`config.mk`:
```
export PLATFORM = sky130hd
export DESIGN_NAME = bresenham_line_rasterizer
export DESIGN_NICKNAME = d
export VERILOG_FILES = /design/src/bres_pkg.sv /design/src/bres_setup.sv /design/src/bres_advance.sv /design/src/bresenham_line_rasterizer.sv
export SDC_FILE = /design/constraint.sdc
export NUM_CORES = 1
export LEC_CHECK = 0
export BUFFER_PORTS_ARGS = -buffer_cell sky130_fd_sc_hd__buf_2
export CORE_ASPECT_RATIO = 1.4
export CORE_UTILIZATION = 30
export CTS_BUF_LIST = sky130_fd_sc_hd__clkbuf_4 sky130_fd_sc_hd__clkbuf_8
export DETAILED_ROUTE_END_ITERATION = 10
export SYNTH_ARGS = -nofsm -noshare
export SYNTH_HDL_FRONTEND = slang
export SYNTH_SLANG_ARGS = --single-unit
```
`constraint.sdc`:
```
create_clock -name i_clk -period 7.4 [get_ports i_clk]
set_input_delay 0.74 -clock i_clk [delete_from_list [all_inputs] [get_ports i_clk]]
set_output_delay 0.74 -clock i_clk [all_outputs]
set_load 0.02 [all_outputs]
```
`src/bres_pkg.sv`:
```
// Package for the Bresenham line rasterizer.
// Holds coordinate widths, request/response payloads and the line state record.
// No dependencies.
package bres_pkg;

    localparam int COORD_BITS = 10;
    localparam int INC_BITS   = COORD_BITS + 2;
    localparam int ERR_BITS   = COORD_BITS + 3;

    typedef logic [COORD_BITS-1:0] t_coord;

    typedef enum logic {
        OP_LOAD    = 1'b0,
        OP_ADVANCE = 1'b1
    } t_op;

    typedef struct packed {
        t_op    op;
        t_coord x_start;
        t_coord y_start;
        t_coord x_end;
        t_coord y_end;
    } t_req;

    typedef struct packed {
        t_coord pixel_x;
        t_coord pixel_y;
        logic   pixel_valid;
        logic   last_pixel;
    } t_rsp;

    typedef struct packed {
        t_coord                     walk_x;
        t_coord                     walk_y;
        logic signed [ERR_BITS-1:0] error_term;
        t_coord                     major_end;
        logic signed [INC_BITS-1:0] step_gain;
        logic signed [INC_BITS-1:0] step_correction;
        logic                       steep_line;
        logic                       falling_line;
        logic                       line_active;
    } t_line;

endpackage

```
`src/bres_setup.sv`:
```
// Line setup: orders the endpoints, picks major axis and minor direction,
// and derives start point, start error and doubled increments.
// Depends on bres_pkg.
module bres_setup (
    input  bres_pkg::t_req  i_req,
    output bres_pkg::t_line o_line
);

    logic                                 swap;
    bres_pkg::t_coord                     ax;
    bres_pkg::t_coord                     ay;
    bres_pkg::t_coord                     cx;
    bres_pkg::t_coord                     cy;
    logic                                 falling;
    logic                                 steep;
    logic signed [bres_pkg::COORD_BITS:0] dy;
    bres_pkg::t_coord                     adx;
    bres_pkg::t_coord                     ady;
    bres_pkg::t_coord                     mag_major;
    bres_pkg::t_coord                     mag_minor;
    logic signed [bres_pkg::ERR_BITS-1:0] major_e;
    logic signed [bres_pkg::INC_BITS-1:0] major_i;
    logic signed [bres_pkg::INC_BITS-1:0] minor_i;

    always_comb begin
        swap = i_req.x_start > i_req.x_end;
        if (swap) begin
            ax      = i_req.x_end;
            ay      = i_req.y_end;
            cx      = i_req.x_start;
            cy      = i_req.y_start;
            falling = i_req.y_start <= i_req.y_end;
        end else begin
            ax      = i_req.x_start;
            ay      = i_req.y_start;
            cx      = i_req.x_end;
            cy      = i_req.y_end;
            falling = i_req.y_start > i_req.y_end;
        end

        dy  = $signed({1'b0, cy}) - $signed({1'b0, ay});
        adx = cx - ax;
        if (dy[bres_pkg::COORD_BITS]) begin
            ady = bres_pkg::t_coord'(-dy);
        end else begin
            ady = bres_pkg::t_coord'(dy);
        end
        steep = ady > adx;

        mag_major = steep ? ady : adx;
        mag_minor = steep ? adx : ady;
        major_e   = $signed({{(bres_pkg::ERR_BITS - bres_pkg::COORD_BITS){1'b0}}, mag_major});
        major_i   = $signed({{(bres_pkg::INC_BITS - bres_pkg::COORD_BITS - 1){1'b0}},
                             mag_major, 1'b0});
        minor_i   = $signed({{(bres_pkg::INC_BITS - bres_pkg::COORD_BITS - 1){1'b0}},
                             mag_minor, 1'b0});

        o_line              = '0;
        o_line.steep_line   = steep;
        o_line.falling_line = falling;
        o_line.line_active  = 1'b1;

        if (falling && steep) begin
            o_line.walk_x = cx;
            o_line.walk_y = cy;
        end else begin
            o_line.walk_x = ax;
            o_line.walk_y = ay;
        end

        if (!steep) begin
            o_line.major_end = cx;
        end else if (falling) begin
            o_line.major_end = ay;
        end else begin
            o_line.major_end = cy;
        end

        if (falling) begin
            o_line.error_term      = major_e;
            o_line.step_gain       = -minor_i;
            o_line.step_correction = major_i;
        end else begin
            o_line.error_term      = -major_e;
            o_line.step_gain       = minor_i;
            o_line.step_correction = -major_i;
        end
    end

endmodule

```
`src/bres_advance.sv`:
```
// One Bresenham step: updates the error term and walks one unit on the
// major axis, stepping the minor axis when the tie rule says so.
// Depends on bres_pkg.
module bres_advance (
    input  bres_pkg::t_line i_line,
    output bres_pkg::t_line o_line
);

    logic signed [bres_pkg::ERR_BITS-1:0] gain_e;
    logic signed [bres_pkg::ERR_BITS-1:0] corr_e;
    logic signed [bres_pkg::ERR_BITS-1:0] e_skip;
    logic signed [bres_pkg::ERR_BITS-1:0] e_step;
    logic                                 minor_step;

    always_comb begin
        gain_e = $signed({i_line.step_gain[bres_pkg::INC_BITS-1], i_line.step_gain});
        corr_e = $signed({i_line.step_correction[bres_pkg::INC_BITS-1],
                          i_line.step_correction});
        e_skip = i_line.error_term + gain_e;
        e_step = e_skip + corr_e;

        // falling lines step on err <= 0, rising on err >= 0
        if (i_line.falling_line) begin
            minor_step = e_skip[bres_pkg::ERR_BITS-1] || (e_skip == '0);
        end else begin
            minor_step = !e_skip[bres_pkg::ERR_BITS-1];
        end

        o_line            = i_line;
        o_line.error_term = minor_step ? e_step : e_skip;

        if (minor_step) begin
            if (i_line.steep_line) begin
                o_line.walk_x = i_line.falling_line ? i_line.walk_x - bres_pkg::t_coord'(1)
                                                    : i_line.walk_x + bres_pkg::t_coord'(1);
            end else begin
                o_line.walk_y = i_line.falling_line ? i_line.walk_y - bres_pkg::t_coord'(1)
                                                    : i_line.walk_y + bres_pkg::t_coord'(1);
            end
        end

        if (i_line.steep_line) begin
            o_line.walk_y = i_line.walk_y + bres_pkg::t_coord'(1);
        end else begin
            o_line.walk_x = i_line.walk_x + bres_pkg::t_coord'(1);
        end
    end

endmodule

```
`src/bresenham_line_rasterizer.sv`:
```
// Bresenham line rasterizer, all octants, one pixel per request. A load request
// carries two endpoints and returns the first pixel; each advance request returns
// the next pixel, with last_pixel set on the final one, or a response with
// pixel_valid low when no line is active. A request is taken into an input
// register, and its response is written to the result register from there unless
// the output stalls; one request is accepted every cycle while the output does not
// stall, as the error update between the two registers is combinational.
// Depends on bres_pkg, bres_setup and bres_advance.
module bresenham_line_rasterizer (
    input  logic           i_clk,
    input  logic           i_rst_n,
    input  logic           i_in_valid,
    output logic           o_in_stall,
    input  bres_pkg::t_req i_in_req,
    output logic           o_out_valid,
    input  logic           i_out_stall,
    output bres_pkg::t_rsp o_out_rsp
);

    logic            r_in_valid;
    bres_pkg::t_req  r_in_req;
    bres_pkg::t_line r_line;
    bres_pkg::t_line n_line;
    logic            r_out_valid;
    bres_pkg::t_rsp  r_out_rsp;
    bres_pkg::t_rsp  n_rsp;

    bres_pkg::t_line setup_line;
    bres_pkg::t_line adv_line;
    bres_pkg::t_line cand;
    bres_pkg::t_coord major;
    logic            is_load;
    logic            emit;
    logic            last;
    logic            fire;

    bres_setup u_setup (
        .i_req  (r_in_req),
        .o_line (setup_line)
    );

    bres_advance u_advance (
        .i_line (r_line),
        .o_line (adv_line)
    );

    always_comb begin
        fire       = r_in_valid && (!r_out_valid || !i_out_stall);
        o_in_stall = r_in_valid && !fire;

        is_load = r_in_req.op == bres_pkg::OP_LOAD;
        cand    = is_load ? setup_line : adv_line;
        emit    = is_load || r_line.line_active;
        major   = cand.steep_line ? cand.walk_y : cand.walk_x;
        last    = major == cand.major_end;

        if (emit) begin
            n_line             = cand;
            n_line.line_active = !last;
            n_rsp.pixel_x      = cand.walk_x;
            n_rsp.pixel_y      = cand.walk_y;
            n_rsp.pixel_valid  = 1'b1;
            n_rsp.last_pixel   = last;
        end else begin
            n_line = r_line;
            n_rsp  = '0;
        end
    end

    always_ff @(posedge i_clk) begin
        if (!i_rst_n) begin
            r_in_valid  <= 1'b0;
            r_out_valid <= 1'b0;
            r_line      <= '0;
        end else begin
            if (!o_in_stall) begin
                r_in_valid <= i_in_valid;
            end
            if (fire) begin
                r_out_valid <= 1'b1;
                r_line      <= n_line;
            end else if (!i_out_stall) begin
                r_out_valid <= 1'b0;
            end
        end
    end

    always_ff @(posedge i_clk) begin
        if (i_in_valid && !o_in_stall) begin
            r_in_req <= i_in_req;
        end
        if (fire) begin
            r_out_rsp <= n_rsp;
        end
    end

    assign o_out_valid = r_out_valid;
    assign o_out_rsp   = r_out_rsp;

endmodule
```
# [Yosys cells after proc, flatten, opt, wreduce, memory -nomap -nowiden]
# Index checks and enable logic that the tools add are counted.
[word_totals] inputBits=45 out_inout_bits=24 register_bits=135 word_cells=82
[op_classes] magnitude_cmp=4 eq_ne=2 n_reduce_logical=16 bitwise=1 n_mux=27 addsub=12
[ops] cell="10-bit two-way mux" count=16
[ops] cell="70-bit two-way mux" count=1
[ops] cell="20-bit two-way mux" count=2
[ops] cell="10-bit greater-than comparator" count=3
[ops] cell="13-bit by 12-bit adder with 13-bit output" count=2
[ops] cell="13-bit two-way mux" count=2
[ops] cell="24-bit two-way mux" count=1
[ops] cell="11-bit negator with 12-bit output" count=2
[ops] cell="10-bit by 1-bit adder with 10-bit output, second input constant" count=2
[ops] cell="10-bit by 1-bit subtractor with 10-bit output, second input constant" count=2
[ops] cell="13-bit logical NOT" count=1
[ops] cell="10-bit negator with 13-bit output" count=1
[ops] cell="10-bit by 10-bit subtractor with 11-bit output" count=1
[ops] cell="10-bit == test" count=1
[ops] cell="10-bit <= comparator" count=1
[ops] cell="10-bit negator" count=1
[ops] cell="10-bit subtractor" count=1
[ops] cell="1-bit logical NOT" count=6
[ops] cell="1-bit logical AND" count=4
[ops] cell="1-bit two-way mux" count=4
[ops] cell="1-bit logical OR" count=3
[ops] cell="3-bit AND reduction" count=1
[ops] cell="2-bit two-way mux" count=1
[ops] cell="2-bit by 1-bit inequality test with 1-bit output, second input constant" count=1
[ops] cell="2 further kinds" count=2

# [Depth between registers and ports, before layout]
# Gate-level depths: netlist of run 1.
[logic_depth] depth_word=13 mapped_depth=36 ltp_nobuf=31

# [Cells and area by module]
# From an unflattened synthesis of run 1, not the netlist that was laid out.
[unflattened] cells_unflattened=1370 hier_area_um2=11871.4
[modules_own_cells] mod="bresenham_line_rasterizer" seq_area_each_um2=3333.2 cells_per_inst=465 area_each_um2=5676.7 instances=1
[modules_own_cells] mod="bres_setup" seq_area_each_um2=0.0 cells_per_inst=532 area_each_um2=3519.6 instances=1
[modules_own_cells] mod="bres_advance" seq_area_each_um2=0.0 cells_per_inst=373 area_each_um2=2675.1 instances=1

# [Worst setup path before layout of run 1]
# Ideal clock, no wire load.
[synth_path] path_kind="reg-to-reg" startpoint="register r_in_req[36] (netlist name)" endpoint="register r_out_rsp, in the netlist o_out_rsp[0], data pin" stages_incl_launch_ff=32 path_buffers=5 synth_period_minus_slack_ps=6975 arrival_ps=6719 required_time_ps=7145 slack_ps=425 setup_ps=255 path_cell_list="edfxtp_1 > ha_1 > nand4_2 > or4_1 > and2_4 > buf_6 > and3_1 > nor2_1 > ha_1 > o22ai_1 > or3_1 > a2111oi_0 > o2111ai_1 > a221oi_2 > o211ai_1 > o21bai_2 > xnor2_1 > ha_1 > nand4_1 > nor2_1 > a21oi_1 > o211ai_1 > nand2_1 > buf_1 > clkbuf_1 > buf_1 > clkbuf_1 > a211oi_1 > a311oi_1 > a21oi_1 > mux2i_1 > and3_1"
[synth_via] elab_chain_cells=11 elab_cells_between_ends=18 classes_between="3 x add/sub; 2 x order compare; 1 x eq/ne; 11 x mux; 1 x reduce/logical"
[synth_lines] item="start, declared" line_no="bresenham_line_rasterizer.sv:21" text="bres_pkg::t_req r_in_req;"
[synth_lines] item="start signal, assigned" line_no="bresenham_line_rasterizer.sv:90" text="r_in_req <= i_in_req;"
[synth_lines] item="10-bit greater-than comparator" line_no="bres_setup.sv:26" text="swap = i_req.x_start > i_req.x_end;"
[synth_lines] item="10-bit two-way mux" line_no="bres_setup.sv:27" text="if (swap) begin"
[synth_lines] item="10-bit by 10-bit subtractor with 11-bit output" line_no="bres_setup.sv:41" text="dy = $signed({1'b0, cy}) - $signed({1'b0, ay});"
[synth_lines] item="10-bit negator" line_no="bres_setup.sv:44" text="ady = bres_pkg::t_coord'(-dy);"
[synth_lines] item="10-bit two-way mux" line_no="bres_setup.sv:43" text="if (dy[bres_pkg::COORD_BITS]) begin"
[synth_lines] item="10-bit greater-than comparator" line_no="bres_setup.sv:48" text="steep = ady > adx;"
[synth_lines] item="1-bit logical AND" line_no="bres_setup.sv:63" text="if (falling && steep) begin"
[synth_lines] item="20-bit two-way mux" line_no="bres_setup.sv:63"
[synth_lines] item="70-bit two-way mux *" line_no="bresenham_line_rasterizer.sv:52" text="cand = is_load ? setup_line : adv_line;"
[synth_lines] item="10-bit two-way mux" line_no="bresenham_line_rasterizer.sv:54" text="major = cand.steep_line ? cand.walk_y : cand.walk_x;"
[synth_lines] item="10-bit == test *" line_no="bresenham_line_rasterizer.sv:55" text="last = major == cand.major_end;"
[synth_lines] item="end signal, assigned" line_no="bresenham_line_rasterizer.sv:93" text="r_out_rsp <= n_rsp;"
[synth_lines] item="end, declared" line_no="bresenham_line_rasterizer.sv:25" text="bres_pkg::t_rsp r_out_rsp;"
# Every way passes the cells marked *; elsewhere a longest branch is shown, timed or not.
# A chain may end at the register's enable or synchronous reset.

# [Worst setup path in the final report of run 1]
# Ends and elaborated chain as after synthesis.

==> results.yml, run 1 <==
run_status:
  status: "completed"
setup_path:
  critPathSlowestCell: "or4_1"
  cp_slowest_stage_delay_ps: 560
  cp-start-kind: "flop"
  crit_arrival_ps: 7440
  cp_max_fo: 7
  crit_family: "simple AND/OR/NAND/NOR gates"
  crit_required_ps: 7790
  path_class: "flop to flop"
  cp_num_buf_inv: 1
  critPathCaptureType: "flop"
logic_synthesis:
  synth_edf_count: 63
  synth_top_area_share_pct: 17.1
  synth_nets: 1492
  syn-cell-area_um2: 11100
  avgSynthCellArea_um2: 7.99
  synth_seq_area_share_pct: 29.8
  synthFlopType: "dfxtp_1"
  synth_area_leaders: "edfxtp_1 (17%), dfxtp_1 (13%), ha_1 (6.9%), a21oi_1 (5.9%), nor2_1 (5.0%)"
  ys_warn_count: 0
  synthCells: 1384
  synth-seq-cells: 133
  synth_most_common_cell: "nor2_1"
  synth_commonest_cells: "nor2_1 (147), nand2_1 (142), a21oi_1 (130)"
  synth_cell_type_count: 88
  synth_top_area_cell: "edfxtp_1"
  synthArstFlopShare_pct: 0
cts:
  cts_buffer_depth: 2
  clk_pin_slew_worst_paths_ps: 100
  root_buffer: "clkbuf_8"
  clk_latency_ps: 510
  cts_sinks: 133
  cts_tree: "done"
  cts_made_buffers: 17
  htree_num_levels: 4
placement:
  io_buffers: 68
  dp.final_hpwl_um: 29300
  gp_congestion: 0.972
  post_dp_cell_area_um2: 12200
  dpl.cell_count: 1897
die:
  num_io_pins: 69
  die_h_um: 229
  coreArea_um2: 36000
  initial_core_util_pct: 30.7
  rows: 82
  die_area_um2: 37600
  die_x_um: 164
sta:
  hold_viol_final: 0
  worstMarginPinSlew_ps: 1210
  fin_crit_sh_pct: 95.3
  setup_violations: 0
  tns_ps: 0
  rsz0062_at_grt: "true"
  slew_violations: 0
  maxSlewHeadroom_pct: 18.9
  period_needed_ps: 7050
  timing.fmax_mhz: 142
  fin_worst_skew_ps: 21.9
routing:
  vias: 11000
  wl_um: 37700
  drt_pass1_iterations: 5
  drt_iter0_drc: 854
  drc: 0
  antenna_left: 0
  wire_per_inst_um: 19.5
  routed_via_density: 5.67
global_route:
  grt_usage_pct: 20.4
  grt_pass1_wl_um: 58900
  grt_pass1_vias: 10500
  antenna_found_initial: 2
  gr-total-overflow: 0
  grt_max_degree: 53
run:
  drv_cap: 0
power:
  power.density_nw_per_um2: 274
  peakVddDrop_mv: 0.183
  leakage_nw: 5.11
finish:
  area_delta_synth_final_pct: 14.9
  fin_nets: 1569
  layoutNonFillerInstCount: 1938
  drive_gt1_share_pct: 15.3
  stdcell_area_um2: 12700
min_path:
  hold_class: "input pin to flop"
[cell families after synthesis]
kind of cell,Yosys count,synth area share (%)
simple gates,453,19.0
compound gates,458,27.8
xor+xnor,79,6.40
flops,133,29.8
fa+ha+maj,63,7.27
buf+inv,152,5.37
mux,46,4.35
[final timing paths]
path / from / end / slack (ps) / depth (start not counted)
setup / recovery: r_in_req[36]$_DFFE_PP_ / o_out_rsp[0]$_SDFFCE_PP0P_ / 350 / 29
hold / removal: i_in_req[26] / r_in_req[26]$_DFFE_PP_ / 400 / 1
setup reg to reg: r_in_req[36]$_DFFE_PP_ / o_out_rsp[0]$_SDFFCE_PP0P_ / 350 / 29
hold reg to reg: r_line[27]$_SDFFE_PN0P_ / r_line[27]$_SDFFE_PN0P_ / 460 / 2
[placed cells by master (no fill, tap or decap), drive strengths merged, types with 8 or more instances in the layout]
cell type	instances
a211oi	44
a21o	18
a21oi	130
a31oi	18
a41oi	8
and2	16
and3	14
buf	146
clkbuf	17
dfxtp	70
edfxtp	63
ha	61
inv	70
mux2	13
mux2i	33
nand2	143
nand3	27
nand4	13
nor2	147
nor2b	10
nor3	29
nor4	13
o211ai	17
o21a	22
o21ai	69
o21bai	12
o22ai	19
or3	10
xnor2	49
xor2	30
[layout make-up]
type / count / area, um^2
Fill cell: 3690 / 23300
Antenna cell: 2 / 5.00
Tap cell: 462 / 578
Sequential cell: 133 / 3290
Multi-Input combinational cell: 1099 / 7250
Timing Repair Buffer: 146 / 930
Clock inverter: 15 / 166
Clock buffer: 17 / 234
Inverter: 64 / 240
[metal layers]
layer / wire [um] / track usage, % / vias to the layer above / share of wire (%)
met1: 15100 / 23.6 / 5152 / 40
met4: 2220 / 12.3 / 0 / 5.9
met5: 0 / 0 / - / 0
li1: - / - / 5288 / -
met2: 18500 / 35.0 / 432 / 49
met3: 1850 / 2.97 / 116 / 4.9
[registers in the layout, indices dropped and copies added (netlist names)]
register,cells
r_in_req,41
r_line,68
o_out_rsp,22
o_out_valid,1
r_in_valid,1
[repair_timing]
action / CTS / global route
hold endpoints to repair: 0 / 0
buffers inserted: 0 / 7
hold buffers: 0 / 0
resized for setup: 1 / 17
pin swaps: 0 / 3
endpoints found under the setup margin: 1 / 23
[where the power goes]
group	total (mW)	leakage, nW	switching, mW	internal [mW]
Clock	0.654	0.197	0.347	0.307
Combinational	1.96	3.74	1.18	0.778
Sequential	0.870	1.18	0.0449	0.825
Total	3.48	5.11	1.57	1.91
[through the flow]
| stage | setup slack, ps | total power [mW] | utilization, % | hold slack (ps) |
|---|---|---|---|---|
| 6_report | 349 | 3.48 | 35.3 | 403 |
| 5_1_grt | -69.9 | 3.71 | 35.3 | 387 |
| 4_1_cts | 78.0 | 3.40 | 34.9 | 374 |
| 3_3_place_gp | 137 | 2.72 | 33.8 | 441 |
| 3_5_place_dp | 42.8 | 2.74 | 33.8 | 445 |
| 2_1_floorplan | 425 | 2.19 | - | 431 |
Note: power is estimated with default switching activity, not from simulation.
==> inputs of run 2 (changes only) <==
PLACE_DENSITY_LB_ADDON = 0.08   (was default)
==> run 2 against run 1 <==
Against the previous run:
- total power up 4.7%
- sequential share of layout area down 0.35 points
- register-to-register slack about the same
- first-iteration DRC count down 16%
- die area unchanged
- clock skew up 3.4 ps
- setup slack worse by 12 ps
- combinational power up 3%
- worst hold slack better by 3.8 ps
- critical endpoint unchanged
- highest routed layer unchanged
==> results.yml, run 2 (synthesized netlist as in run 1, its figures left out) <==
run_status:
  status: "completed"
setup_path:
  cp_num_buf_inv: 2
  cp_slowest_stage_delay_ps: 520
  path_class: "flop to flop"
  critPathCaptureType: "flop"
  crit_family: "compound AO/OA/AOI/OAI gates"
  cp_max_fo: 7
  crit_required_ps: 7680
  critPathSlowestCell: "or4_4"
  cp-start-kind: "flop"
  crit_arrival_ps: 7340
cts:
  cts_buffer_depth: 2
  clk_latency_ps: 510
  clk_pin_slew_worst_paths_ps: 100
  cts_tree: "done"
  cts_sinks: 133
  root_buffer: "clkbuf_8"
  cts_made_buffers: 17
  hold_buffers: 0
  htree_num_levels: 4
die:
  die_x_um: 164
  initial_core_util_pct: 30.7
  coreArea_um2: 36000
  rows: 82
  die_area_um2: 37600
  die_h_um: 229
  num_io_pins: 69
power:
  leakage_nw: 5.20
  peakVddDrop_mv: 0.185
  p_total_mw: 3.64
  power.density_nw_per_um2: 283
global_route:
  grt_pass1_vias: 10500
  antenna_found_initial: 0
  grt_max_degree: 46
  grt_usage_pct: 22.5
  grt_pass1_wl_um: 63100
  gr-total-overflow: 0
finish:
  drive_gt1_share_pct: 16.0
  top_register: "r_line"
  area_delta_synth_final_pct: 16.5
  mostFrequentLayoutCells: "nor2_1 (144), nand2_1 (142), a21oi_1 (127)"
  fin_nets: 1572
  fillers: 3767
  layout_commonest_cell: "nor2_1"
  largest_reg_flops: 68
  antenna_cells: 0
routing:
  drt_iter0_drc: 720
  wire_per_inst_um: 21.4
  drc: 0
  vias: 10800
  routed_via_density: 5.57
  wl_um: 41500
  antenna_left: 0
  drt_pass1_iterations: 6
sta:
  period_needed_ps: 7060
  maxSlewHeadroom_pct: 31.0
  worstMarginPinSlew_ps: 1030
  fin_worst_skew_ps: 25.3
  hold_viol_final: 0
  timing.hold.ws_ps: 407
  setup_violations: 0
  tns_ps: 0
  timing.fmax_mhz: 142
  fin_crit_sh_pct: 95.4
  slew_violations: 0
placement:
  dp.final_hpwl_um: 32100
  io_buffers: 68
  gp_congestion: 0.900
run:
  drv_cap: 0
min_path:
  hold_class: "input pin to flop"
[run 2: layer usage]
layer  GRT usage [%]  wire (um)  vias to the layer above
met5               0          0                        -
met3            2.50       1310                       72
met2            40.5      21400                      273
met1            27.0      17500                     5170
met4            8.16       1320                        0
li1                -          -                     5284
[run 2: power breakdown]
group	leakage, nW	total (mW)	internal (mW)	switching [mW]
clock network	0.229	0.759	0.414	0.345
registers	1.18	0.868	0.825	0.0429
logic	3.79	2.02	0.783	1.23
[run 2: layout make-up]
class                           count  area (um^2)  share of cell area (%)
Clock buffer                       19          249                    1.93
Multi-Input combinational cell   1099         7320                    56.8
Tap cell                          462          578                    4.49
Inverter                           64          240                    1.87
Sequential cell                   133         3290                    25.6
Clock inverter                     13          218                    1.69
Timing Repair Buffer              149          978                    7.60
[run 2: worst register-to-register path: cells and delay by family (launching register included)]
kind	cells	cell delay [ps]
compound gates	12	2510
simple gates	12	2400
fa+ha+maj	3	840
mux	1	420
flops	1	360
buf+inv	2	230
xor+xnor	1	120
[run 2: timing repair]
action                                  in CTS  in global routing
pin swaps                                    0                  5
resized for setup                            1                 25
gates cloned                                 0                  1
setup buffers                                0                  1
endpoints found under the setup margin       1                 28
endpoints found under the hold margin        0                  0
[run 2: final timing paths]
kind | slack [ps] | start | depth (start not counted) | to
worst min-delay path | 410 | i_in_req[21] | 1 | r_in_req[21]$_DFFE_PP_
worst min register to register | 460 | r_line[29]$_SDFFE_PN0P_ | 2 | r_line[29]$_SDFFE_PN0P_
worst max register to register | 340 | r_in_req[16]$_DFFE_PP_ | 31 | o_out_rsp[0]$_SDFFCE_PP0P_
worst max-delay path | 340 | r_in_req[16]$_DFFE_PP_ | 31 | o_out_rsp[0]$_SDFFCE_PP0P_
[run 2: per-stage QoR]
stage               instances  worst slack [ps]  cell area [um^2]  utilization (%)
finish                   1939               337             12900             35.8
global route             1939             -7.83             12900             35.8
CTS                      1937              4.41             12700             35.3
detailed placement       1905              6.62             12300             34.0
global placement         1905               255             12300             34.0
floorplan                1384               425             11100                -
